`src/tile_animation_sequencer_assert.svh`:
```
// ----------------------------------------------------------------------------
// Tile animation sequencer assertion macros
// Property wrappers that compile away under synthesis.
// ----------------------------------------------------------------------------
`ifndef TILE_ANIMATION_SEQUENCER_ASSERT_SVH
`define TILE_ANIMATION_SEQUENCER_ASSERT_SVH
`ifndef SYNTHESIS
`define TAS_ASSERT_NOW(lbl, clk, rstn, ante, cons) \
    lbl: assert property (@(posedge clk) disable iff (!rstn) (ante) |-> (cons)) \
        else $error("assertion failed");
`define TAS_ASSERT_NEXT(lbl, clk, rstn, ante, cons) \
    lbl: assert property (@(posedge clk) disable iff (!rstn) (ante) |=> (cons)) \
        else $error("assertion failed");
`else
`define TAS_ASSERT_NOW(lbl, clk, rstn, ante, cons)
`define TAS_ASSERT_NEXT(lbl, clk, rstn, ante, cons)
`endif
`endif

```
`src/tas_ram.sv`:
```
// ----------------------------------------------------------------------------
// Generic RAM
// One write port and one read port with registered read data.
// ----------------------------------------------------------------------------
module tas_ram #(
    parameter int WIDTH = 8,
    parameter int DEPTH = 16,
    parameter int ADDR_W = $clog2(DEPTH)
) (
    input  logic              aclk,
    input  logic              wr_en,
    input  logic [ADDR_W-1:0] wr_addr,
    input  logic [WIDTH-1:0]  wr_data,
    input  logic [ADDR_W-1:0] rd_addr,
    output logic [WIDTH-1:0]  rd_data
);

    logic [WIDTH-1:0] mem [DEPTH];

    always_ff @(posedge aclk) begin
        if (wr_en) begin
            mem[wr_addr] <= wr_data;
        end
        rd_data <= mem[rd_addr];
    end

endmodule

```
`config.mk`:
```
export PLATFORM = sky130hd
export DESIGN_NAME = tas_ram
export DESIGN_NICKNAME = d
export VERILOG_FILES = /design/src/tile_animation_sequencer_assert.svh /design/src/tas_ram.sv
export SDC_FILE = /design/constraint.sdc
export NUM_CORES = 1
export LEC_CHECK = 0
export BUFFER_PORTS_ARGS = -buffer_cell sky130_fd_sc_hd__buf_4
export CELL_PAD_IN_SITES_DETAIL_PLACEMENT = 0
export CELL_PAD_IN_SITES_GLOBAL_PLACEMENT = 1
export CORE_UTILIZATION = 35
export CTS_CLUSTER_DIAMETER = 30
export DETAILED_ROUTE_END_ITERATION = 16
export GPL_TIMING_DRIVEN = 0
export MAX_ROUTING_LAYER = met4
export PLACE_DENSITY_LB_ADDON = 0.3
export SYNTH_ARGS = -nofsm -noshare
export SYNTH_HDL_FRONTEND = slang
export SYNTH_SLANG_ARGS = --single-unit
export TNS_END_PERCENT = 1
```
`constraint.sdc`:
```
create_clock -name aclk -period 6 [get_ports aclk]
set_input_delay 1.2 -clock aclk [delete_from_list [all_inputs] [get_ports aclk]]
set_output_delay 1.2 -clock aclk [all_outputs]
set_load 0.005 [all_outputs]
```
* After elaboration in Yosys (flattened, before gate mapping) *
Memory sizes are Yosys's and may differ from the RTL's. A register that Yosys moved wholly into a read port is not among the register bits.
Index checks and enable logic that the tools add are counted.
W data, S select, Z words.

word-level totals
  register bits = 0
  memory bits (writable) = 128
  output and inout port bits = 8
  logic and storage cells = 3
  memories kept = 1

operators by class
  mux-type cells = 2

memories
  memory  words  width  read ports  clocked after Yosys merged registers in  wr ports  RTL line       text
  mem     16     8      1           1                                        1         tas_ram.sv:18  logic [WIDTH-1:0] mem [DEPTH];

operator list
  kind     number
  $mux W1  2

* Depth between registers and ports, before layout *
  depth in word-level cells = 2
  mapped depth = 5
  depth with buffers taken out = 3

* Least setup slack after synthesis *
No wires, ideal clock.

  path type = input-to-reg
  start point = input port wr_addr[2]
  end point = memory mem[0][0] (enable)
  data arrival time = 2.310 ns
  required time = 5.617 ns
  slack = 3.307 ns
  stages = 2
  path buffers = 0
  path through = or3b_2 nor3_1

RTL lines
  what                RTL line       text
  start: declaration  tas_ram.sv:12  input logic [ADDR_W-1:0] wr_addr,
  end: declaration    tas_ram.sv:18

No word-level cell before the write port.

* Worst setup path in the final report *
  start point = input port wr_addr[2]
  end point = memory mem[8][0] (enable)

No word-level cell before the write port.

==> results by group <==
Floorplan
  – Die Wd: around 120 microns
  – Die area: about 15,000 sq um
  – Initial core utilization: 0.3652
  – I/O pin cnt: 26
  – Die Y: approximately 120 microns
  – Total core area: between 10,000 and 15,000 sq um
  – Row cnt: 43

Finish
  – Commonest non-fill, non-tap cell in the layout: edfxtp_1
  – Most frequent cells in the layout: edfxtp_1, buf_4, clkbuf_16
  – Fin nets: approximately 290
  – Share of post-route cells with drive strength above 1: 0.2867
  – Ant. Diodes: 0
  – Area growth syn-to-layout: 18.81%

Yosys
  – Yosys warns: 0
  – Post-Syn Instances: between 200 and 250
  – Unique masters post-synth: 19
  – Avg Inst Size Synth: 22.48 sq um
  – Syn Std Cell Area: 5147 sq um
  – Sequential share of the synthesized area: 0.7778
  – FF+latch count, synth: around 140
  – Synthesized net count: 247

Power
  – Int Pwr: between 0.0015 and 0.002 W
  – Power share of the sequential group: 0.501
  – Total power: 0.002131 W
  – Leakage power: ~2.0 nW
  – Clock power frac: 0.448
  – Psw: 0.0004241 W
  – Pwr per Cell Area: about 350 nW/um^2
  – Net Sw Frac: 0.1990
  – VDD IR max: roughly 210 uV
  – Gate power share: 0.051

Global route
  – Grt total ovfl: 0
  – Initial antenna violation count: 0
  – GRT Util Overall: 0.1556
  – Vias in the first global route: 2,469
  – Largest net degree at the start of global routing: 17
  – First-pass GRT wire length: between 15 and 20 mm

Setup path
  – Critical path's slowest cell: nor3_1
  – CP required: roughly 6000 ps
  – Crit start category: primary input
  – Crit path max fanout: 8
  – Crit Path Class: in2reg
  – CP Capture Type: flop
  – Worst-path cell chain: buf_4, nand3b_1, nor3_1
  – Worst Path Arrival: around 2600 ps
  – Reg2reg path depth: 3
  – Max incr delay on CP: approximately 1100 ps

Drt
  – Post-route ant nets: 0
  – Residual DRC count: 0
  – Routed WL: 10.40 mm
  – WL/cell: about 22 microns
  – Via density: 5.047
  – Vias: 2,352
  – DRT iter0 DRCs: around 190
  – DR pass1 iterations: 4

STA
  – Final setup fails: 0
  – Max Transition Viols Final: 0
  – Achievable Freq: 382.2 MHz
  – Part of the cycle the worst path needs: 0.4361
  – Post-layout worst setup margin: between 3000 and 4000 ps
  – Measured slew at the worst slew-check pin: 1336 ps
  – Slew headroom: 0.1027
  – Total negative slack: 0 ps
  – Final min period: 2616 ps
  – Final Skew: 3.836 ps
  – Hold Vio Cnt, Final: 0
  – Unrepaired setup endpoints after global routing: false

CTS
  – Post-CTS Setup Bufs: 0
  – CTS Hold Buffers Added: 0
  – TritonCTS buffer count: 17
  – CTS Root Cell: clkbuf_16
  – Clock net sink count: around 140
  – CTS Buffer Depth: 2
  – Clk slew on worst S/H paths: 60 ps
  – CTS tree: done
  – Post_cts resized: 0
  – Insertion delay to the later sink of the worst-skew pair: between 400 and 500 ps
  – H-tree levels: 4

Hold path
  – WHS Path Cells: 3
  – HP Class: reg2reg

Place
  – Dpl hpwl: 6.602 mm
  – Pre-CTS setup slack: slightly below 3000 ps
  – Gpl congestion: 0.6707
  – Port Buffers: 24

Flow run
  – Max_cap viols: 0

Run status
  – Status: finished clean
area by class of cell:
type | count | area (sq um)
tap | 180 | 225.2
multi-input combinational | 83 | 1057
timing repair buffer | 25 | 187.7
sequential | 136 | 4004
clock inverter | 7 | 37.54
fill | 1233 | 7980
buffer | 10 | 86.33
clock buffer | 25 | 518.0
worst max-delay path, delay by kind of cell:
family | cells | cell delay (ps)
simple gates | 2 | 1310
buf+inv | 1 | 120
Yosys cell counts:
library cell	n	area (sq um)
buf_4	1	7.510
mux4_1	14	367.9
nor3_1	4	20.02
a22oi_1	16	120.1
buf_2	3	15.01
or3b_2	1	8.760
buf_6	3	33.78
nor2_1	13	48.80
nand3b_1	2	15.01
clkdlybuf4s25_2	3	30.03
nor2b_1	1	6.260
dfxtp_1	8	160.2
edfxtp_1	128	3844
and2b_1	1	7.510
and2_1	1	6.260
nand2b_1	2	12.51
nand3_1	1	5.000
mux4_2	18	405.4
nand2_1	9	33.78
power groups by stage:
stage / logic [W] / clock network [W] / registers (W)
detailed placement: 0.000110 / 0 / 0.00109
CTS: 0.000110 / 0.000973 / 0.00107
global placement: 0.000108 / 0 / 0.00109
finish: 0.000108 / 0.000955 / 0.00107
global route: 0.000117 / 0.00101 / 0.00107
floorplan: 0.0000539 / 0 / 0.00109
path summary, 6_finish.rpt:
kind / from / slack, ps / to
hold reg to reg: mem[11][1] / 680 / rd_data[1]
hold / removal: mem[11][1] / 680 / rd_data[1]
setup / recovery: wr_addr[2] / 3380 / mem[8][0]
setup reg to reg: mem[15][0] / 4610 / rd_data[0]
state kept, by name (all words and copies together), names as in the netlist:
name,flops
rd_data,8
mem,128
stage by stage:
| step | hold slack (ps) | std cells | util | instance area, sq um |
|---|---|---|---|---|
| floorplan | 629.3 | 229 | - | 5147 |
| global placement | 670.3 | 433 | 0.3939 | 5553 |
| detailed placement | 668.8 | 434 | 0.3945 | 5560 |
| CTS | 682.8 | 466 | 0.4339 | 6116 |
| global route | 715.8 | 466 | 0.4339 | 6116 |
| finish | 677.5 | 466 | 0.4339 | 6116 |
kinds of logic (layout without fill, tap and decap cells):
group           count (synthesis)  in the layout  share of synthesized area
flops                         136            136                     0.7778
buf+inv                        10             67                    0.01677
simple gates                   35             35                    0.03184
mux                            32             32                     0.1502
compound gates                 16             16                    0.02334
per-layer routing:
layer,global-route usage,vias up,share of wire
met4,0.06551,0,0.015
met5,-,-,0
met1,0.2039,1223,0.48
met2,0.2325,56,0.47
met3,0.03782,12,0.038
li1,-,1061,-
No activity file was read; power rests on OpenSTA's default activity.
