===== src/tile_animation_sequencer_assert.svh =====
// ----------------------------------------------------------------------------
// Tile animation sequencer assertion macros
// Property wrappers that compile away under synthesis.
// ----------------------------------------------------------------------------
`ifndef TILE_ANIMATION_SEQUENCER_ASSERT_SVH
`define TILE_ANIMATION_SEQUENCER_ASSERT_SVH
`ifndef SYNTHESIS
`define TAS_ASSERT_NOW(lbl, clk, rstn, ante, cons) \
    lbl: assert property (@(posedge clk) disable iff (!rstn) (ante) |-> (cons)) \
        else $error("assertion failed");
`define TAS_ASSERT_NEXT(lbl, clk, rstn, ante, cons) \
    lbl: assert property (@(posedge clk) disable iff (!rstn) (ante) |=> (cons)) \
        else $error("assertion failed");
`else
`define TAS_ASSERT_NOW(lbl, clk, rstn, ante, cons)
`define TAS_ASSERT_NEXT(lbl, clk, rstn, ante, cons)
`endif
`endif


===== src/tas_pkg.sv =====
// ----------------------------------------------------------------------------
// Tile animation sequencer package
// Shared constants, codes, types and the LFSR step function.
// ----------------------------------------------------------------------------
package tas_pkg;

    localparam int NUM_TILES = 1024;
    localparam int NUM_SLOTS = 128;
    localparam int TILE_W    = 10;
    localparam int SLOT_W    = 7;
    localparam int DELAY_W   = 16;
    localparam int LFSR_W    = 16;
    localparam int SPAN_W    = TILE_W + 1;

    localparam logic [LFSR_W-1:0]  LFSR_SEED = 16'hACE1;
    localparam logic [LFSR_W-1:0]  LFSR_TAPS = 16'hB400;
    localparam logic [DELAY_W-1:0] CNT_MAX   = 16'hFFFF;

    localparam logic [1:0] REQ_TICK        = 2'd0;
    localparam logic [1:0] REQ_WRITE_SLOT  = 2'd1;
    localparam logic [1:0] REQ_WRITE_REMAP = 2'd2;
    localparam logic [1:0] REQ_LOOKUP      = 2'd3;

    localparam logic [1:0] MODE_FORWARD  = 2'd0;
    localparam logic [1:0] MODE_BACKWARD = 2'd1;
    localparam logic [1:0] MODE_RANDOM   = 2'd2;
    localparam logic [1:0] MODE_PINGPONG = 2'd3;

    typedef struct packed {
        logic [TILE_W-1:0]  start;
        logic [TILE_W-1:0]  finish;
        logic [DELAY_W-1:0] delay;
        logic [1:0]         mode;
    } slot_t;

    typedef struct packed {
        logic               start;
        logic [LFSR_W-1:0]  dividend;
        logic [SPAN_W-1:0]  divisor;
    } div_req_t;

    function automatic logic [LFSR_W-1:0] lfsr_step(input logic [LFSR_W-1:0] v);
        logic [LFSR_W-1:0] s;
        s = v >> 1;
        if (v[0]) begin
            s = s ^ LFSR_TAPS;
        end
        return s;
    endfunction

endpackage


===== src/tas_divider.sv =====
// ----------------------------------------------------------------------------
// Tile animation sequencer remainder unit
// Restoring remainder, one dividend bit per cycle.
// ----------------------------------------------------------------------------
module tas_divider (
    input  logic                         aclk,
    input  logic                         aresetn,
    input  tas_pkg::div_req_t            req,
    output logic                         done,
    output logic [tas_pkg::TILE_W-1:0]   rem
);

    logic [tas_pkg::LFSR_W-1:0] dvd_reg;
    logic [tas_pkg::SPAN_W-1:0] dvs_reg;
    logic [tas_pkg::SPAN_W-1:0] rem_reg;
    logic [3:0]                 cnt_reg;
    logic                       busy_reg;
    logic                       done_reg;
    logic [tas_pkg::SPAN_W:0]   shifted;
    logic [tas_pkg::SPAN_W:0]   diff;

    assign shifted = {rem_reg, dvd_reg[tas_pkg::LFSR_W-1]};
    assign diff    = shifted - {1'b0, dvs_reg};

    always_ff @(posedge aclk) begin
        if (!aresetn) begin
            busy_reg <= 1'b0;
            done_reg <= 1'b0;
            cnt_reg  <= '0;
        end else begin
            if (req.start) begin
                busy_reg <= 1'b1;
                done_reg <= 1'b0;
                cnt_reg  <= 4'd15;
                dvd_reg  <= req.dividend;
                dvs_reg  <= req.divisor;
                rem_reg  <= '0;
            end else if (busy_reg) begin
                dvd_reg <= dvd_reg << 1;
                if (shifted >= {1'b0, dvs_reg}) begin
                    rem_reg <= diff[tas_pkg::SPAN_W-1:0];
                end else begin
                    rem_reg <= shifted[tas_pkg::SPAN_W-1:0];
                end
                cnt_reg  <= cnt_reg - 4'd1;
                busy_reg <= (cnt_reg != 4'd0);
                done_reg <= (cnt_reg == 4'd0);
            end else begin
                done_reg <= 1'b0;
            end
        end
    end

    assign done = done_reg;
    assign rem  = rem_reg[tas_pkg::TILE_W-1:0];

endmodule


===== config.mk =====
export PLATFORM = sky130hd
export DESIGN_NAME = tas_divider
export DESIGN_NICKNAME = d
export VERILOG_FILES = /design/src/tile_animation_sequencer_assert.svh /design/src/tas_pkg.sv /design/src/tas_divider.sv
export SDC_FILE = /design/constraint.sdc
export NUM_CORES = 1
export LEC_CHECK = 0
export BUFFER_PORTS_ARGS = -buffer_cell sky130_fd_sc_hd__buf_2
export CORE_ASPECT_RATIO = 1.1
export CORE_UTILIZATION = 39
export CTS_BUF_LIST = sky130_fd_sc_hd__clkbuf_4 sky130_fd_sc_hd__clkbuf_8
export DETAILED_ROUTE_END_ITERATION = 10
export GPL_TIMING_DRIVEN = 0
export PLACE_DENSITY = 0.65
export SLEW_MARGIN = 10
export SYNTH_ARGS = -nofsm -noshare
export SYNTH_HDL_FRONTEND = slang
export SYNTH_SLANG_ARGS = --single-unit

===== constraint.sdc =====
create_clock -name aclk -period 2.6 [get_ports aclk]
set_input_delay 0.52 -clock aclk [delete_from_list [all_inputs] [get_ports aclk]]
set_output_delay 0.52 -clock aclk [all_outputs]
set_load 0.005 [all_outputs]

Yosys cells after proc, flatten, opt, wreduce, memory -nomap -nowiden --
Index checks and enable logic that the tools add are counted.
Operators by class: mux-type cells 8, add/sub/neg operators 2, reductions and logical operators 6, order comparisons 1, bitwise operators 2
Operators by type and width (count):
- 16-bit two-way mux | 2
- 11-bit two-way mux | 2
- 12-bit by 11-bit >= comparator with 1-bit output | 1
- 11-bit subtractor | 1
- 4-bit two-way mux | 2
- 4-bit logical NOT | 1
- 2-bit AND reduction | 2
- 4-bit nonzero test | 1
- 4-bit by 1-bit subtractor with 4-bit output (second input constant) | 1
- 3-bit OR reduction | 1
- 1-bit two-way mux | 2
- 1-bit NOT | 2
- 2-bit nonzero test | 1
Storage, ports and cells: output and inout bits 11, input bits 30, logic and storage cells 25, register bits 44

Logic depth before layout (Yosys ltp) --
depth in word-level cells 3, gate-level depth with buffers 10, gate-level depth less buffers 9

Worst setup path before layout --
Ideal clock, no wire load.
path kind register to register, start point register dvd_reg[15] (netlist name), end point register rem_reg[3] (netlist name) (data pin), data required time 2.454 ns, clock period less this slack 2.332 ns, setup slack 0.268 ns, arrival 2.186 ns, stages on the path, launching flop included 11, setup time 0.146 ns, path buffers 1, cell sequence edfxtp_1 -> inv_1 -> ha_1 -> fa_1 -> nand2b_1 -> a21oi_2 -> o21ai_1 -> a21o_1 -> buf_6 -> or3_1 -> a21oi_1
Between the ends: word-level cells in the longest chain between the ends 3, elaborated cells between the ends (all ways) 4
Ends and longest elaborated chain:
- start: declaration | line tas_divider.sv:13 | logic [tas_pkg::LFSR_W-1:0] dvd_reg;
- start signal: assignment | line tas_divider.sv:35 | dvd_reg <= req.dividend;
- start signal: assignment | line tas_divider.sv:39 | dvd_reg <= dvd_reg << 1;
- 11-bit subtractor or 12-bit by 11-bit >= comparator with 1-bit output (tied branches) | line tas_divider.sv:23, tas_divider.sv:40
- 11-bit two-way mux (*) | line tas_divider.sv:40 | if (shifted >= {1'b0, dvs_reg}) begin
- 11-bit two-way mux (*) | line tas_divider.sv:38 | end else if (busy_reg) begin
- end signal: assignment | line tas_divider.sv:41 | rem_reg <= diff[tas_pkg::SPAN_W-1:0];
- end signal: assignment | line tas_divider.sv:43 | rem_reg <= shifted[tas_pkg::SPAN_W-1:0];
- end: declaration | line tas_divider.sv:15 | logic [tas_pkg::SPAN_W-1:0] rem_reg;
Mark *: on every way between the ends. The rest lies on a longest branch, timed or not. The select of a mux whose other input is x is not followed. A chain may end at the register's enable or synchronous reset.

Final worst setup path --
start point register dvs_reg[0] (netlist name), end point register rem_reg[3] (netlist name) (data pin)
Between the ends: word-level cells in the longest chain between the ends 3, elaborated cells between the ends (all ways) 4
Ends and longest elaborated chain:
- start: declaration | line tas_divider.sv:14 | logic [tas_pkg::SPAN_W-1:0] dvs_reg;
- start signal: assignment | line tas_divider.sv:36 | dvs_reg <= req.divisor;
- 11-bit subtractor or 12-bit by 11-bit >= comparator with 1-bit output (tied branches) | line tas_divider.sv:23, tas_divider.sv:40
- 11-bit two-way mux (*) | line tas_divider.sv:40
- 11-bit two-way mux (*) | line tas_divider.sv:38
Marks and branches as above.

==> results.cfg <==
[cts]
cts_sinks = 44
ctsHtreeMaxLevel = 2
clock_latency_ps = 300
tritoncts = done
cts_root_buf = clkbuf_8
cts_buffers = 5
hold_buffers = 0
clk_path_buf_depth = 2
cts.clk_slew.worst_paths_ps = 90

[synth]
ys_top_cells_by_area = edfxtp_1 47%, mux2_2 7.0%, ha_1 6.2%
yosysTopAreaCellShare_pct = 47.4
postSynthCellCount = 206
yosysWarnings = 0
synth_top_area_cell = edfxtp_1
synth_fp_nets = 249
synth_area_per_cell_um2 = 11.7
yosys_register_bits = 44
async_flop_share_pct = 0
synth_edf_count = 38
synth_top_flop_cell = edfxtp_1
synthesis.area_mm2 = 0.00241
ys_seq_area_share_pct = 52.4
synth_cell_type_count = 44

[outcome]
status = finished clean

[worst_setup_path]
cp_slowest_cell = fa_1
crit_buf_inv = 1
worstRegToRegCells = 9
end_kind = flip-flop
max_stage_delay_ps = 410
crit_required_ps = 2750
crit_type = flip-flop to flip-flop
reg2reg_slack_ps = 130
cp.arrival_ps = 2620
cp_max_fo = 10
regToRegStartpoint = dvs_reg[0]
path_delay_family = adder cells
worstSetupStartpointType = flip-flop
r2r_end = rem_reg[3]
path_cells = ha_1, fa_1, nand2b_4, a21oi_4, o21ai_2, a21o_1, buf_6, or3_1, a21oi_1

[power_and_ir_drop]
peakVddDrop_v = 0.000413
power.density_mw_per_mm2 = 702
p_leak_nw = 1.19

[sta]
slew_violations = 0
fmax_mhz = 405
fin_crit_sh_pct = 94.9
layout_setup_ws_ps = 134
rsz0062_at_grt = no
tightest_slew_ps = 695
relSlewSlack_pct = 53.7
fin_setup_tns_ps = 0
hold_violations = 0
finalCriticalPeriod_ps = 2470
setup_violations = 0
skew_ps = 6.93

[drt]
drc = 0
wl_per_cell_um = 13.5
dr.pass1.iters = 4
ant_nets = 0
vias = 1688
routed_via_density = 5.10
wirelength_mm = 4.47
drt_iter0_markers = 85

[die]
die_w_um = 76.9
core_area_mm2 = 0.00584
dieHeight_um = 84.4
die_area_mm2 = 0.00649
start_util_pct = 41.2
io_pins = 41
fp-row-count = 29

[grt]
grt_pass1_wl_mm = 7.48
grt_pass1_vias = 1659
grt-ovfl-total = 0
antenna_found_initial = 0
grt_max_degree = 29
track_usage_pct = 14.5

[place]
routabilityCongestion = 0.818
pre_cts_ws_ps = 16.6
portBuffers = 39
dp_hpwl_mm = 3.16

[worst_hold_path]
min-delay-start = req[0]
hold_depth = 1
min_path_type = primary input to flip-flop
hold_end = dvs_reg[0]

[finish]
drive_gt1_share_pct = 34.3
antenna_cells = 0
largest_reg_flops = 16
synthToLayoutAreaGrowth_pct = 20.6
fin_nets = 296

[job]
drv_cap = 0
==> metrics by stage <==
stage / total power [mW] / hold slack (ps) / std cells / utilization [%] / instance area, µm²
2_1_floorplan: 1.19 / 441 / 206 / - / 2410
3_3_place_gp: 1.29 / 475 / 322 / 46.2 / 2700
3_5_place_dp: 1.30 / 477 / 322 / 46.2 / 2700
4_1_cts: 2.03 / 387 / 331 / 49.0 / 2860
5_1_grt: 2.13 / 375 / 331 / 49.7 / 2900
6_report: 2.04 / 391 / 331 / 49.7 / 2900
==> synth_stat cells (4+ instances only) <==
cell type   n
edfxtp_1   38
inv_1      18
mux2_2     15
nor2_1     13
ha_1       12
a21oi_1    11
buf_4      10
o21a_1     10
nand2_1     9
dfxtp_1     6
o21ai_0     5
a21oi_2     4
clkbuf_1    4
nor3_1      4
==> cell type report <==
cell class | instances | area, µm²
clock inverter | 3 | 90.1
multi-input combinational | 129 | 1010
timing repair buffer | 40 | 203
clock buffer | 5 | 68.8
tap | 77 | 96.3
fill | 532 | 2940
sequential | 44 | 1260
inverter | 18 | 67.6
buffer | 15 | 101
==> metal layers <==
| layer | vias to the layer above | part of all wire [%] | GRT usage [%] |
|---|---|---|---|
| met5 | - | 0 | 0 |
| met4 | 0 | 0.85 | 3.15 |
| met3 | 6 | 4.6 | 3.70 |
| met2 | 43 | 47 | 24.3 |
| met1 | 794 | 48 | 18.8 |
| li1 | 845 | - | - |
==> cell usage in the layout, fill, tap and decap left out, types with 9 or more instances in the layout <==
| cell type | synthesis | routed |
|---|---|---|
| ha_1 | 12 | 12 |
| inv_1 | 18 | 18 |
| edfxtp_1 | 38 | 38 |
| buf_2 | 0 | 39 |
| o21a_1 | 10 | 9 |
| nand2_1 | 9 | 9 |
| mux2_2 | 15 | 15 |
| a21oi_1 | 11 | 10 |
| nor2_1 | 13 | 13 |
| buf_4 | 10 | 11 |
==> cell families after synthesis <==
| family | synth area share, % |
|---|---|
| mux | 7.02 |
| flops | 52.4 |
| simple gates | 11.7 |
| compound gates | 13.3 |
| fa+ha+maj | 7.07 |
| buf+inv | 7.02 |
| xor+xnor | 1.46 |
==> worst max-delay path by stage <==
stage / from / to / slack (ps) / depth (start not counted)
CTS: dvs_reg[0] / rem_reg[9] / 60 / 8
finish: dvs_reg[0] / rem_reg[3] / 130 / 9
global route: rem_reg[0] / rem_reg[9] / 30 / 7
floorplan: dvd_reg[15] / rem_reg[3] / 270 / 10
detailed placement: dvs_reg[0] / rem_reg[3] / 20 / 9
global placement: dvs_reg[0] / rem_reg[3] / 80 / 9
==> report_power, final <==
part	switching, mW	leakage (nW)	internal [mW]
Sequential	0.0313	0.413	0.838
Combinational	0.228	0.695	0.209
Clock	0.250	0.0784	0.481
==> timing repair <==
action	4_1_cts	5_1_grt
setup buffers	1	0
resized for setup	0	7
pin swaps	1	0
endpoints found under the setup margin	2	7
Power figures use the tool's default switching activity.
